File: config.mk
export PLATFORM = sky130hd
export DESIGN_NAME = tetbl_cell
export DESIGN_NICKNAME = d
export VERILOG_FILES = /design/src/hw/rtl/tetbl_pkg.sv /design/src/hw/rtl/tetbl_cell.sv
export SDC_FILE = /design/constraint.sdc
export NUM_CORES = 1
export LEC_CHECK = 0
export ABC_AREA = 1
export BUFFER_PORTS_ARGS = -buffer_cell sky130_fd_sc_hd__clkbuf_2
export CELL_PAD_IN_SITES_DETAIL_PLACEMENT = 0
export CELL_PAD_IN_SITES_GLOBAL_PLACEMENT = 1
export CORE_ASPECT_RATIO = 1.75
export CORE_MARGIN = 3
export CORE_UTILIZATION = 34
export CTS_CLUSTER_SIZE = 24
export DETAILED_ROUTE_END_ITERATION = 10
export HOLD_SLACK_MARGIN = 0.15
export PLACE_DENSITY_LB_ADDON = 0.15
export SYNTH_ARGS = -nofsm -noshare
export SYNTH_HDL_FRONTEND = slang
export SYNTH_SLANG_ARGS = --single-unit
File: constraint.sdc
create_clock -name clk -period 2.71 [get_ports clk]
set_clock_uncertainty 0.1 [all_clocks]
set_input_delay 0.542 -clock clk [delete_from_list [all_inputs] [get_ports clk]]
set_output_delay 0.542 -clock clk [all_outputs]
set_load 0.02 [all_outputs]
File: src/hw/rtl/tetbl_pkg.sv
// Shared types and codes for the tracked entry table with aging.
package tetbl_pkg;

  // Operation codes carried by an input beat.
  localparam logic [1:0] OP_UPDATE   = 2'd0;
  localparam logic [1:0] OP_INIT     = 2'd1;
  localparam logic [1:0] OP_SHUTDOWN = 2'd2;

  // Result status codes.
  localparam logic [2:0] STAT_REFRESH = 3'd0;
  localparam logic [2:0] STAT_INSERT  = 3'd1;
  localparam logic [2:0] STAT_FULL    = 3'd2;
  localparam logic [2:0] STAT_IGNORED = 3'd3;
  localparam logic [2:0] STAT_CLEARED = 3'd4;

  // Configuration register byte addresses and reset value.
  localparam int          ADDR_W       = 3;
  localparam logic [2:0]  ADDR_EXPIRY  = 3'd0;
  localparam logic [11:0] EXPIRY_RESET = 12'd30;

  // One input beat.
  typedef struct packed {
    logic [1:0]  opcode;
    logic [8:0]  cell_identity;
    logic [22:0] carrier_freq_khz;
    logic [31:0] now_seconds;
    logic [63:0] cell_record;
  } item_t;

  // One result beat.
  typedef struct packed {
    logic [2:0] status;
    logic [5:0] slot_index;
    logic [6:0] live_count;
    logic [6:0] expired_count;
  } result_t;

  // Broadcast control from the sequencer to every cell.
  typedef struct packed {
    logic        clear;
    logic        write;
    logic        any_hit;
    logic [8:0]  ident;
    logic [22:0] freq;
    logic [31:0] now;
    logic [63:0] record;
    logic [11:0] expiry;
  } cell_ctrl_t;

  // Priority tokens handed from one cell to the next.
  typedef struct packed {
    logic hit;
    logic free;
  } chain_t;

endpackage

File: src/hw/rtl/tetbl_cell.sv
// One table entry: key compare, age check and its link in the priority chain.
module tetbl_cell (
  input  logic                    clk,
  input  logic                    rst,
  input  tetbl_pkg::cell_ctrl_t   ctrl,
  input  tetbl_pkg::chain_t       chain_in,
  output tetbl_pkg::chain_t       chain_out,
  output logic                    wr,
  output logic                    expired
);

  logic        valid;
  logic [8:0]  ident;
  logic [22:0] freq;
  logic [31:0] insert_time;
  logic [31:0] refresh_time;
  logic [63:0] record;
  logic        match_q;
  logic        exp_q;
  logic [31:0] age;

  // Age uses wrap-around arithmetic on 32-bit seconds.
  assign age = ctrl.now - refresh_time;

  // The first matching entry wins; otherwise the first free one does.
  assign chain_out.hit  = chain_in.hit | match_q;
  assign chain_out.free = chain_in.free | ~valid;
  assign wr = ctrl.write &
              (ctrl.any_hit ? (match_q & ~chain_in.hit) : (~valid & ~chain_in.free));

  // An entry just written has age zero and survives this step.
  assign expired = ctrl.write & valid & exp_q & ~wr;

  // Compare results are registered for the write cycle.
  always_ff @(posedge clk) begin
    match_q <= valid & (ident == ctrl.ident) & (freq == ctrl.freq);
    exp_q   <= age > {20'd0, ctrl.expiry};
  end

  // Valid bit.
  always_ff @(posedge clk) begin
    if (rst) begin
      valid <= 1'b0;
    end else if (ctrl.clear) begin
      valid <= 1'b0;
    end else if (wr) begin
      valid <= 1'b1;
    end else if (expired) begin
      valid <= 1'b0;
    end
  end

  // Entry contents; the key and first-seen time change only on insert.
  always_ff @(posedge clk) begin
    if (wr) begin
      refresh_time <= ctrl.now;
      record       <= ctrl.record;
      if (!ctrl.any_hit) begin
        ident       <= ctrl.ident;
        freq        <= ctrl.freq;
        insert_time <= ctrl.now;
      end
    end
  end

endmodule

# Word-level counts from Yosys, hierarchy flattened
# Index checks and enable logic that the tools add are counted.
dict set report word_totals {
  register_bits 67
  in_bits 147
}
dict set report op_classes {
  add_sub_neg 1
  n_mux 3
  bitwise_logic 15
  magnitude_cmp 1
  reduce_logical 3
  n_eq_ne 2
}
# operator n
set op_table {}
lappend op_table {{32-bit by 12-bit > comparator with 1-bit output} 1}
lappend op_table {{32-bit subtractor} 1}
lappend op_table {{23-bit equality test} 1}
lappend op_table {{9-bit equality test} 1}
lappend op_table {{1-bit bitwise AND} 8}
lappend op_table {{1-bit NOT} 5}
lappend op_table {{1-bit 2-to-1 mux} 3}
lappend op_table {{1-bit bitwise OR} 2}
lappend op_table {{2-bit AND reduction} 1}
lappend op_table {{2-bit nonzero test} 1}
lappend op_table {{2-bit OR reduction} 1}

# Logic depth before layout (Yosys ltp)
# Gate-level depths: netlist of run 1.
dict set report logic_depth {
  depth_word 8
  ltp_mapped 21
}

# Least setup slack after synthesis of run 1
# Ideal clock, no wire load.
dict set report synth_timing {
  path_type {input to register}
  startpoint {input port ctrl[76] (netlist bit)}
  endpoint {register exp_q}
  slack_ps -86
  t_arrival_ps 2582
  stages 20
  cell_sequence {inv_1 ha_1 fa_1 inv_1 nand2_1 a21oi_1 xor2_1 ha_1 nand2_1 nor2_1 nand2_1 nand2_1 nand2_1 nand2_1 a21oi_1 nand3_1 nor2_1 nand2_1 nor2_1 nand2_1}
}
dict set report synth_between {
  elab_chain_cells 2
}
# item line
set synth_lines {}
lappend synth_lines {{start: declaration} tetbl_cell.sv:5} ;# input tetbl_pkg::cell_ctrl_t ctrl,
lappend synth_lines {{32-bit subtractor} tetbl_cell.sv:23} ;# assign age = ctrl.now - refresh_time;
lappend synth_lines {{32-bit by 12-bit > comparator with 1-bit output} tetbl_cell.sv:37} ;# exp_q <= age > {20'd0, ctrl.expiry};
lappend synth_lines {{end signal: assignment} tetbl_cell.sv:37}
lappend synth_lines {{end: declaration} tetbl_cell.sv:19} ;# logic exp_q;
# No other way between the ends.
# A chain may end at the register's enable or synchronous reset.

# Worst setup path in the final report of run 1
dict set report layout_timing {
  startpoint {register refresh_time[0]}
  endpoint {register exp_q}
}
dict set report layout_between {
  elab_chain_cells 2
}
# item line
set layout_lines {}
lappend layout_lines {{start: declaration} tetbl_cell.sv:16} ;# logic [31:0] refresh_time;
lappend layout_lines {{start signal: assignment} tetbl_cell.sv:56} ;# refresh_time <= ctrl.now;
lappend layout_lines {{32-bit subtractor} tetbl_cell.sv:23}
lappend layout_lines {{32-bit by 12-bit > comparator with 1-bit output} tetbl_cell.sv:37}
# No other way between the ends.

==> results of run 1 <==
==> layout make-up <==
cell class,count,area share [%]
clock buffer,9,3.25
clock inverter,7,1.21
inverter,176,9.53
multi-input combinational,498,41.3
sequential,67,28.6
tap,186,3.36
timing repair buffer,144,12.7
==> where the power goes <==
part	leakage, nW	internal (mW)	switching [mW]
Combinational	2.87	0.340	0.458
Sequential	0.609	1.17	0.0106
Clock	0.149	0.732	0.532
Total	3.63	2.24	1.00
==> metrics by stage <==
stage | hold slack, ns | total power [mW]
final | 0.269 | 3.24
after global routing | 0.254 | 3.42
after CTS | 0.259 | 3.27
after detailed placement | 0.463 | 1.96
after global placement | 0.462 | 1.95
after floorplan | 0.426 | 1.65
==> per-layer routing <==
| layer | share of wire [%] | global-route usage (%) | up-vias |
|---|---|---|---|
| met5 | 0 | 0 | - |
| met4 | 4.4 | 8.68 | 0 |
| met3 | 2.9 | 3.03 | 30 |
| met2 | 56 | 37.3 | 96 |
| met1 | 36 | 18.0 | 2310 |
| li1 | - | - | 2670 |
==> how the worst min path moves through the flow <==
stage	startpoint	end	slack [ns]	depth (start not counted)
global route	rst	valid	0.25	2
finish	rst	valid	0.27	2
floorplan	valid	valid	0.43	2
detailed placement	freq[1]	match_q	0.46	3
global placement	valid	valid	0.46	2
CTS	rst	valid	0.26	2
==> logic make-up after synthesis <==
family                     Yosys count  share of synthesized area [%]
and+or+nand+nor                    368                           29.7
buffers and inverters              176                           12.3
AOI/OAI and AO/OA                   69                           7.92
DFF                                 67                           36.9
adders and majority gates           44                           10.4
xor gates and xnor gates            17                           2.77
==> sequential cells by signal (all words and copies together), names as in the netlist <==
| register | cells |
|---|---|
| exp_q | 1 |
| freq | 23 |
| ident | 9 |
| match_q | 1 |
| refresh_time | 32 |
| valid | 1 |
==> what timing repair did <==
action,CTS,global route
gates cloned,0,0
setup buffers,3,3
pin swaps,7,17
resized for setup,13,15
setup endpoints to repair,1,1
==> synthesized netlist by cell type, types with 2 or more instances <==
cell      instances
o22ai_1           7
inv_2             5
a211oi_1          2
nor2_1           57
and2_1            2
nand3b_1          3
nor2_2            5
o21bai_1          3
nand4_1           9
xnor2_1           3
a22o_1            2
a221oi_1          7
a21oi_1          31
or2_2             7
xor2_1           14
nand3_1          35
a21oi_2           3
o21ai_0           9
ha_1             43
nor4_1            2
inv_1           170
nand3_2           2
nand2_1         214
edfxtp_1         64
nor3_1            9
dfxtp_1           3
nand2_2          19
==> results.txt, run 1 <==
Status = complete, but fails checks
Failing checks = negative setup slack
Largest area contributor in the netlist = edfxtp_1
Htree depth = 3
Register Area = 1980 sq um
Critical Path Stages = 19
Most common cell on crit path = nand2_1
Diodes inserted = 0
Starting Density = 34.7%
Drt wl/cell = 14.8 um
CP startpoint = refresh_time[0]
Die height = 172 um
Initial antenna violation count = 0
Worst R2R Setup Slack = -0.11 ns
Drt drc = 0
Core area = 15500 sq um
CTS buffer count = 9
Commonest non-fill, non-tap cells in the layout = nand2_1, inv_1, clkbuf_2
Commonest non-fill, non-tap cell in the layout = nand2_1
DP Area = 6470 sq um
Crit-path cells = ha_2, fa_2, inv_2, nand2_1, a21oi_2, xor2_1, ha_1, nand2_2, nor2_1, nand2_1, nand2_1, nand2_1, nand2_2, a21oi_2, nand3_1, nor2_1, nand2_1, nor2_1, nand2_1
Critical Path RT = 2.84 ns
Final Max Slew Viols = 0
Yosys warns = 0
CTS tree = built
Startpoint types = flip-flop
DRT iter0 DRCs = 175
Cell Area, Synth = 5370 sq um
Mean post-synth cell area = 7.25 sq um
Fin util = 44.8%
Setup TNS Final = -0.107 ns
Post-route ant nets = 0
Slew HR = 70.6%
Fill count = 1634
Routed WL = 16100 um
EDFF count, synth = 64
Distinct cells, synth = 38
Tmin final = 2.82 ns
First-pass GRT wire length = 24700 um
Max Buffers Root-to-Sink = 2
Clock slew at reported path FFs = 0.07 ns
CP max stage cell = edfxtp_1
Final instance area = 6930 sq um
Drt pass-1 iters = 5
Remaining Overflow, GRT = 0
MaxCap Viol Count = 0
Via count = 5106
Critical path endpoint category = flip-flop
Clk sinks = 67
P&R area growth vs syn = 29.1%
GP Congestion = 0.890
Skew-Pair Late Insertion Delay = 0.33 ns
Setup violators final = 1
Vias in the first global route = 5150
Port Buffers = 86
Reg-to-Reg End = exp_q
Nets = 1087
Clock root buffer = clkbuf_16
GRT Total Usage = 18.7%
Multi-input gate area = 2870 sq um
Leakage = 3.63 nW
Sequential fraction of the synthesis area = 36.9%
Data arrival, critical path = 2.94 ns
Die Wd = 101 um
Via density = 4.70
Final hold viol count = 0
Worst min-delay path class = in -> reg
Hpwl dp = 13500 um
Power density over the cells = 467 nW/um^2
CP delay by family, top = adder cells
Cell count after synthesis = 741
Synth Register Bits = 67
Setup slack after layout = -0.107 ns
Worst-path maximum fanout = 3
RSZ-0062 raised after global routing = true
Async SR Flop Fraction = 0%
Crit path buf inv count = 1
Full die area = 17400 sq um
Largest net degree at the start of global routing = 28
Placed cell count = 1065
Worst slew pin tran = 0.436 ns
Synth area leaders = edfxtp_1, nand2_1, inv_1, ha_1, nor2_1
Site Rows = 60
Yosys top cell area share = 35.8%
Ys flop type = edfxtp_1
Critical path endpoint = exp_q
Post-Syn Nets = 932
Crit share post-route = 104%
Critical path class = reg -> reg
DP Worst Slack = -0.428 ns
Ports = 151
Slowest stage delay, CP = 0.39 ns
Worst vdd ir = 0.357 mV
Peak Freq = 355 MHz
Hold-fix buffers, CTS = 0
Share of post-route cells with drive strength above 1 = 25.7%
Reg-to-Reg Start = refresh_time[0]
Final Instance Count excl. Fillers = 1087
Register-to-Register Path Depth = 19
Note: power is estimated with default switching activity, not from simulation.
==> inputs of run 2 (changes only) <==
--- a/config.mk
+++ b/config.mk
@@ -5,15 +5,15 @@
 export SDC_FILE = /design/constraint.sdc
 export NUM_CORES = 1
 export LEC_CHECK = 0
-export ABC_AREA = 1
 export BUFFER_PORTS_ARGS = -buffer_cell sky130_fd_sc_hd__clkbuf_2
 export CELL_PAD_IN_SITES_DETAIL_PLACEMENT = 0
 export CELL_PAD_IN_SITES_GLOBAL_PLACEMENT = 1
 export CORE_ASPECT_RATIO = 1.75
-export CORE_MARGIN = 3
-export CORE_UTILIZATION = 34
+export CORE_MARGIN = 8
+export CORE_UTILIZATION = 35
 export CTS_CLUSTER_SIZE = 24
 export DETAILED_ROUTE_END_ITERATION = 10
+export GPL_TIMING_DRIVEN = 0
 export HOLD_SLACK_MARGIN = 0.15
 export PLACE_DENSITY_LB_ADDON = 0.15
 export SYNTH_ARGS = -nofsm -noshare
==> run 2 against run 1 <==
The run still ends with negative setup slack left. Die area up 3.2%. Critical path depth is 5 lower. Global-route usage shrank 2.9 points. Area after synthesis is 10% lower. Core utilization fell by 1.3 points. Maximum frequency decreased by 23%. Sequential cell count is the same. Synthesized cell count fell by 35%. Critical path type unchanged. Largest cell class unchanged.
==> results.txt, run 2 <==
Clock slew at reported path FFs = 0.06 ns (was 0.07 ns)
Post-Syn Nets = 676 (was 932)
Yosys warns = 0 (unchanged)
Via density = 5.27 (was 4.70)
Fin Hold WS = 0.264 ns (was 0.269 ns)
GP Congestion = 0.928 (was 0.890)
Hpwl dp = 11400 um (was 13500 um)
Clock root buffer = clkbuf_16 (unchanged)
Clk sinks = 67 (unchanged)
Peak Freq = 272 MHz (was 355 MHz)
Reg-to-Reg Start = refresh_time[0] (unchanged)
Register-to-Register Path Depth = 14 (was 19)
Full die area = 17900 sq um (was 17400 sq um)
Sequential fraction of the synthesis area = 41.1% (was 36.9%)
Fin util = 43.5% (was 44.8%)
P&R area growth vs syn = 23.4% (was 29.1%)
Via count = 4062 (was 5106)
Die Wd = 105 um (was 101 um)
Slew HR = 32.0% (was 70.6%)
Share of post-route cells with drive strength above 1 = 24.1% (was 25.7%)
Die height = 171 um (was 172 um)
Fill count = 1392 (was 1634)
Data arrival, critical path = 3.78 ns (was 2.94 ns)
CTS tree = built (unchanged)
First-pass GRT wire length = 22200 um (was 24700 um)
Final Max Slew Viols = 0 (unchanged)
Synth Register Bits = 67 (unchanged)
Mean post-synth cell area = 9.95 sq um (was 7.25 sq um)
Critical path class = reg -> reg (unchanged)
Met3 Track Usage GR = 2.85% (was 3.03%)
Max Buffers Root-to-Sink = 2 (unchanged)
Distinct cells, synth = 66 (was 38)
Commonest non-fill, non-tap cell in the layout = clkbuf_2 (was nand2_1)
Routed WL = 14100 um (was 16100 um)
Diodes inserted = 0 (unchanged)
Async SR Flop Fraction = 0% (unchanged)
Initial antenna violation count = 0 (unchanged)
Busiest grt layer = met2 (unchanged)
HP Start = ctrl[142] (was rst)
Multi-input gate area = 2690 sq um (was 2870 sq um)
CP max stage cell = edfxtp_1 (unchanged)
Cell count after synthesis = 485 (was 741)
Top cells by count, synth = edfxtp_1, inv_1, ha_1, xnor2_1 (was nand2_1, inv_1, edfxtp_1, nor2_1, ha_1)
Yosys top cell area share = 39.8% (was 35.8%)
Worst min-delay path class = in -> reg (unchanged)
Setup TNS Final = -0.969 ns (was -0.107 ns)
Critical path endpoint category = flip-flop (unchanged)
Setup violators final = 1 (unchanged)
Nets = 780 (was 1087)
Htree depth = 3 (unchanged)
Drt pass-1 iters = 4 (was 5)
M1 GR Usage = 14.7% (was 18.0%)
Skew-Pair Late Insertion Delay = 0.33 ns (about the same)
MaxCap Viol Count = 0 (unchanged)
Slowest stage delay, CP = 0.42 ns (was 0.39 ns)
Final instance area = 5950 sq um (was 6930 sq um)
Register Area = 1980 sq um (unchanged)
Biggest regs = refresh_time (32), freq (23), ident (9) (unchanged)
Startpoint types = flip-flop (unchanged)
Hold depth = 2 (unchanged)
Remaining Overflow, GRT = 0 (unchanged)
EDFF count, synth = 64 (unchanged)
Port Buffers = 86 (unchanged)
Post-route ant nets = 0 (unchanged)
Critical Path Stages = 14 (was 19)
Largest net degree at the start of global routing = 34 (was 28)
Site Rows = 57 (was 60)
Largest register FFs = 32 (unchanged)
Largest area contributor in the netlist = edfxtp_1 (unchanged)
Drt drc = 0 (unchanged)
Worst-path maximum fanout = 3 (unchanged)
Biggest register = refresh_time (unchanged)
Power density over the cells = 515 nW/um^2 (was 467 nW/um^2)
Core area = 13700 sq um (was 15500 sq um)
Crit share post-route = 136% (was 104%)
Worst slew pin tran = 0.994 ns (was 0.436 ns)
Commonest non-fill, non-tap cells in the layout = clkbuf_2, edfxtp_1, inv_1 (was nand2_1, inv_1, clkbuf_2)
Ports = 151 (unchanged)
Failing checks = negative setup slack (unchanged)
GRT Total Usage = 15.7% (was 18.7%)
Final hold viol count = 0 (unchanged)
Ys flop type = edfxtp_1 (unchanged)
Critical Path RT = 2.81 ns (was 2.84 ns)
Status = complete, but fails checks (unchanged)
CP startpoint = refresh_time[0] (unchanged)
Tmin final = 3.68 ns (was 2.82 ns)
Setup slack after layout = -0.969 ns (was -0.107 ns)
CTS buffer count = 9 (unchanged)
Starting Density = 35.2% (was 34.7%)
DRT iter0 DRCs = 120 (was 175)
CP delay by family, top = simple AND/OR/NAND/NOR gates (was adder cells)
DP Area = 5520 sq um (was 6470 sq um)
Most common cell on crit path = nand4_1 (was nand2_1)
RSZ-0062 raised after global routing = true (unchanged)
Crit-path cells = ha_4, fa_2, nor2b_2, o31a_1, nor2_2, o31a_1, xnor2_2, ha_1, nand4_1, or3_4, a2111oi_4, nand4_1, nor4_4, nand4_1 (was ha_2, fa_2, inv_2, nand2_1, a21oi_2, xor2_1, ha_1, nand2_2, nor2_1, nand2_1, nand2_1, nand2_1, nand2_2, a21oi_2, nand3_1, nor2_1, nand2_1, nor2_1, nand2_1)
Leakage = 2.45 nW (was 3.63 nW)
Tot Pwr = 3.07 mW (was 3.24 mW)
Count leader, synth = edfxtp_1 (was nand2_1)
Drt wl/cell = 18.3 um (was 14.8 um)
Grt met2 use = 30.4% (was 37.3%)
Synth area leaders = edfxtp_1, ha_1, xnor2_1, inv_1, a21oi_1 (was edfxtp_1, nand2_1, inv_1, ha_1, nor2_1)
Crit path buf inv count = 0 (was 1)
Cell Area, Synth = 4820 sq um (was 5370 sq um)
Worst vdd ir = 0.313 mV (was 0.357 mV)
Vias in the first global route = 4314 (was 5150)
run 2: cells by family after synthesis:
kind of cell / synth area share, %
AOI/OAI and AO/OA: 17.1
adders and majority gates: 11.6
buffers and inverters: 5.45
muxes: 0.674
DFF: 41.1
xor gates and xnor gates: 9.08
and+or+nand+nor: 15.0
run 2: power by group:
group          switching, mW  internal, mW
clock network          0.500         0.729
logic                  0.391         0.276
registers            0.00734          1.16
total                  0.899          2.17
run 2: final cells by class:
type                       count  share of cell area [%]
multi-input combinational    351                    45.1
inverter                      53                    3.51
tap                          177                    3.72
sequential                    67                    33.3
timing repair buffer          93                    8.11
clock inverter                 7                    1.39
clock buffer                   9                    3.78
buffer                        14                    1.07
run 2: routing by layer:
metal  wire [um]  part of all wire, %
met1        5010                   35
met2        7930                   56
met3         409                  2.9
met4         782                  5.5
met5           0                    0
run 2: worst register-to-register path, stage by stage (launching register included):
cell       delay, ns
edfxtp_1        0.42
ha_4            0.19
fa_2            0.35
nor2b_2         0.14
o31a_1          0.20
nor2_2          0.08
o31a_1          0.29
xnor2_2         0.16
ha_1            0.30
nand4_1         0.12
or3_4           0.37
a2111oi_4       0.29
nand4_1         0.19
nor4_4          0.23
nand4_1         0.13
run 2: stage by stage:
step / worst slack, ns / cells
floorplan: -0.753 / 485
global placement: -1.65 / 748
detailed placement: -1.67 / 748
CTS: -1.11 / 768
global route: -1.20 / 771
finish: -0.969 / 771
run 2: path summary, 6_finish.rpt:
| path | to | slack [ns] |
|---|---|---|
| worst min-delay path | valid | 0.26 |
| worst max register to register | exp_q | -0.97 |
| worst min register to register | valid | 0.43 |
| worst max-delay path | exp_q | -0.97 |
run 2: timing repair:
action                     in CTS  in global routing
setup buffers                   4                  3
pin swaps                       8                  8
setup endpoints to repair       2                  2
cloned                          0                  0
hold buffers                    0                  0
resized for setup               8                  8
==> inputs of run 3 (changes only) <==
--- a/config.mk
+++ b/config.mk
@@ -11,11 +11,13 @@
 export CORE_ASPECT_RATIO = 1.75
 export CORE_MARGIN = 8
 export CORE_UTILIZATION = 35
+export CTS_BUF_LIST = sky130_fd_sc_hd__clkbuf_16
 export CTS_CLUSTER_SIZE = 24
 export DETAILED_ROUTE_END_ITERATION = 10
 export GPL_TIMING_DRIVEN = 0
 export HOLD_SLACK_MARGIN = 0.15
 export PLACE_DENSITY_LB_ADDON = 0.15
+export RECOVER_POWER = 25
 export SYNTH_ARGS = -nofsm -noshare
 export SYNTH_HDL_FRONTEND = slang
 export SYNTH_SLANG_ARGS = --single-unit
==> run 3 against run 2 <==
Clock power is essentially flat. Sequential cell count did not move. Setup slack worse by 0.0032 ns. Combinational power fell by 0.9%. The run still ends with negative setup slack left.
==> results.txt, run 3 (same netlist as run 2, synthesis figures left out) <==
Status = complete, but fails checks (unchanged)
Failing checks = negative setup slack (unchanged)
Die height = 171 um (unchanged)
P&R area growth vs syn = 22.6% (was 23.4%)
Clk sinks = 67 (unchanged)
Core area = 13700 sq um (unchanged)
Crit share post-route = 136% (about the same)
Setup TNS Final = -0.972 ns (was -0.969 ns)
Final hold viol count = 0 (unchanged)
Max Buffers Root-to-Sink = 2 (unchanged)
CTS buffer count = 9 (unchanged)
Leakage = 2.36 nW (was 2.45 nW)
Drt drc = 0 (unchanged)
GP Congestion = 0.928 (unchanged)
Drt pass-1 iters = 4 (unchanged)
Clock slew at reported path FFs = 0.06 ns (about the same)
Critical Path RT = 2.81 ns (about the same)
First-pass GRT wire length = 22200 um (unchanged)
Vias in the first global route = 4314 (unchanged)
Initial antenna violation count = 0 (unchanged)
Hold-fix buffers, CTS = 0 (unchanged)
Data arrival, critical path = 3.78 ns (about the same)
Tot Pwr = 3.06 mW (was 3.07 mW)
Biggest register = refresh_time (unchanged)
Slew HR = 33.4% (was 32.0%)
RSZ-0062 raised after global routing = true (unchanged)
Setup slack after layout = -0.972 ns (was -0.969 ns)
Largest register FFs = 32 (unchanged)
Die Wd = 105 um (unchanged)
DRT iter0 DRCs = 126 (was 120)
Nets = 780 (unchanged)
CTS tree = built (unchanged)
GRT Total Usage = 15.7% (unchanged)
Startpoint types = flip-flop (unchanged)
Worst slew pin tran = 0.973 ns (was 0.994 ns)
Peak Freq = 272 MHz (about the same)
Via density = 5.27 (about the same)
Largest net degree at the start of global routing = 34 (unchanged)
Ports = 151 (unchanged)
Fin util = 43.2% (was 43.5%)
Port Buffers = 86 (unchanged)
Clock root buffer = clkbuf_16 (unchanged)
Via count = 4064 (was 4062)
Hpwl dp = 11400 um (unchanged)
Tmin final = 3.68 ns (about the same)
Critical path class = reg -> reg (unchanged)
Starting Density = 35.2% (unchanged)
Commonest non-fill, non-tap cells in the layout = edfxtp_1, clkbuf_2, inv_1 (was clkbuf_2, edfxtp_1, inv_1)
Worst min-delay path class = in -> reg (unchanged)
Post-route ant nets = 0 (unchanged)
Worst vdd ir = 0.312 mV (was 0.313 mV)
Remaining Overflow, GRT = 0 (unchanged)
Final Max Slew Viols = 0 (unchanged)
Diodes inserted = 0 (unchanged)
Drt wl/cell = 18.4 um (was 18.3 um)
Critical path endpoint category = flip-flop (unchanged)
Power density over the cells = 517 nW/um^2 (was 515 nW/um^2)
Site Rows = 57 (unchanged)
Worst-path maximum fanout = 3 (unchanged)
Biggest regs = refresh_time (32), freq (23), ident (9) (unchanged)
MaxCap Viol Count = 0 (unchanged)
Share of post-route cells with drive strength above 1 = 18.9% (was 24.1%)
Skew-Pair Late Insertion Delay = 0.33 ns (about the same)
Setup violators final = 1 (unchanged)
Commonest non-fill, non-tap cell in the layout = edfxtp_1 (was clkbuf_2)
Routed WL = 14200 um (was 14100 um)
Full die area = 17900 sq um (unchanged)
Htree depth = 3 (unchanged)
==> run 3: cell counts in the layout (fill, tap and decap cells not counted) <==
No cell type changed its count.
==> run 3: path summary, 6_finish.rpt <==
check	startpoint	to	slack (ns)	cells after the start
min	ctrl[142]	valid	0.26	2
max	refresh_time[0]	exp_q	-0.97	14
min reg2reg	valid	valid	0.43	2
max reg2reg	refresh_time[0]	exp_q	-0.97	14
==> run 3: timing repair <==
item | 4_1_cts | 5_1_grt
pin swaps | 8 | 8
gates resized for setup | 8 | 8
buffers inserted | 4 | 3
endpoints found under the setup margin | 2 | 2
==> run 3: critical path: stages, from the launching register on <==
cell and delay (ns):
edfxtp_1 0.42, ha_4 0.18, fa_2 0.34, nor2b_2 0.14, o31a_1 0.20, nor2_2 0.08, o31a_1 0.29, xnor2_2 0.16
ha_1 0.30, nand4_1 0.12, or3_4 0.37, a2111oi_4 0.29, nand4_1 0.19, nor4_4 0.24, nand4_1 0.13
==> run 3: per-layer routing <==
metal | wire length (um) | part of all wire (%) | track usage, % | up-vias
li1 | - | - | - | 2015
met1 | 5040 | 36 | 14.7 | 1919
met2 | 7920 | 56 | 30.4 | 93
met3 | 411 | 2.9 | 2.85 | 37
met4 | 777 | 5.5 | 10.3 | 0
met5 | 0 | 0 | 0 | -
==> run 3: power by group <==
group | total (mW) | internal [mW] | switching (mW)
combinational | 0.661 | 0.270 | 0.391
sequential | 1.17 | 1.16 | 0.00736
clock | 1.23 | 0.729 | 0.498
total | 3.06 | 2.16 | 0.897
==> run 3: cell type report <==
class / instances / area (sq um)
plain buffers: 14 / 63.8
inverters: 53 / 209
repair buffers: 93 / 444
fillers: 1405 / 7780
clock inverters: 7 / 82.6
multi-input cells: 351 / 2690
flip-flops and latches: 67 / 1980
clock buffers: 9 / 225
well taps: 177 / 221
==> run 3: metrics by stage <==
step / cell area, sq um / std cells / setup WS, ns / hold slack, ns
floorplan: 4860 / 485 / -0.753 / 0.370
global placement: 5510 / 748 / -1.65 / 0.411
detailed placement: 5520 / 748 / -1.67 / 0.419
CTS: 5900 / 768 / -1.11 / 0.249
global route: 5920 / 771 / -1.20 / 0.255
finish: 5920 / 771 / -0.972 / 0.264
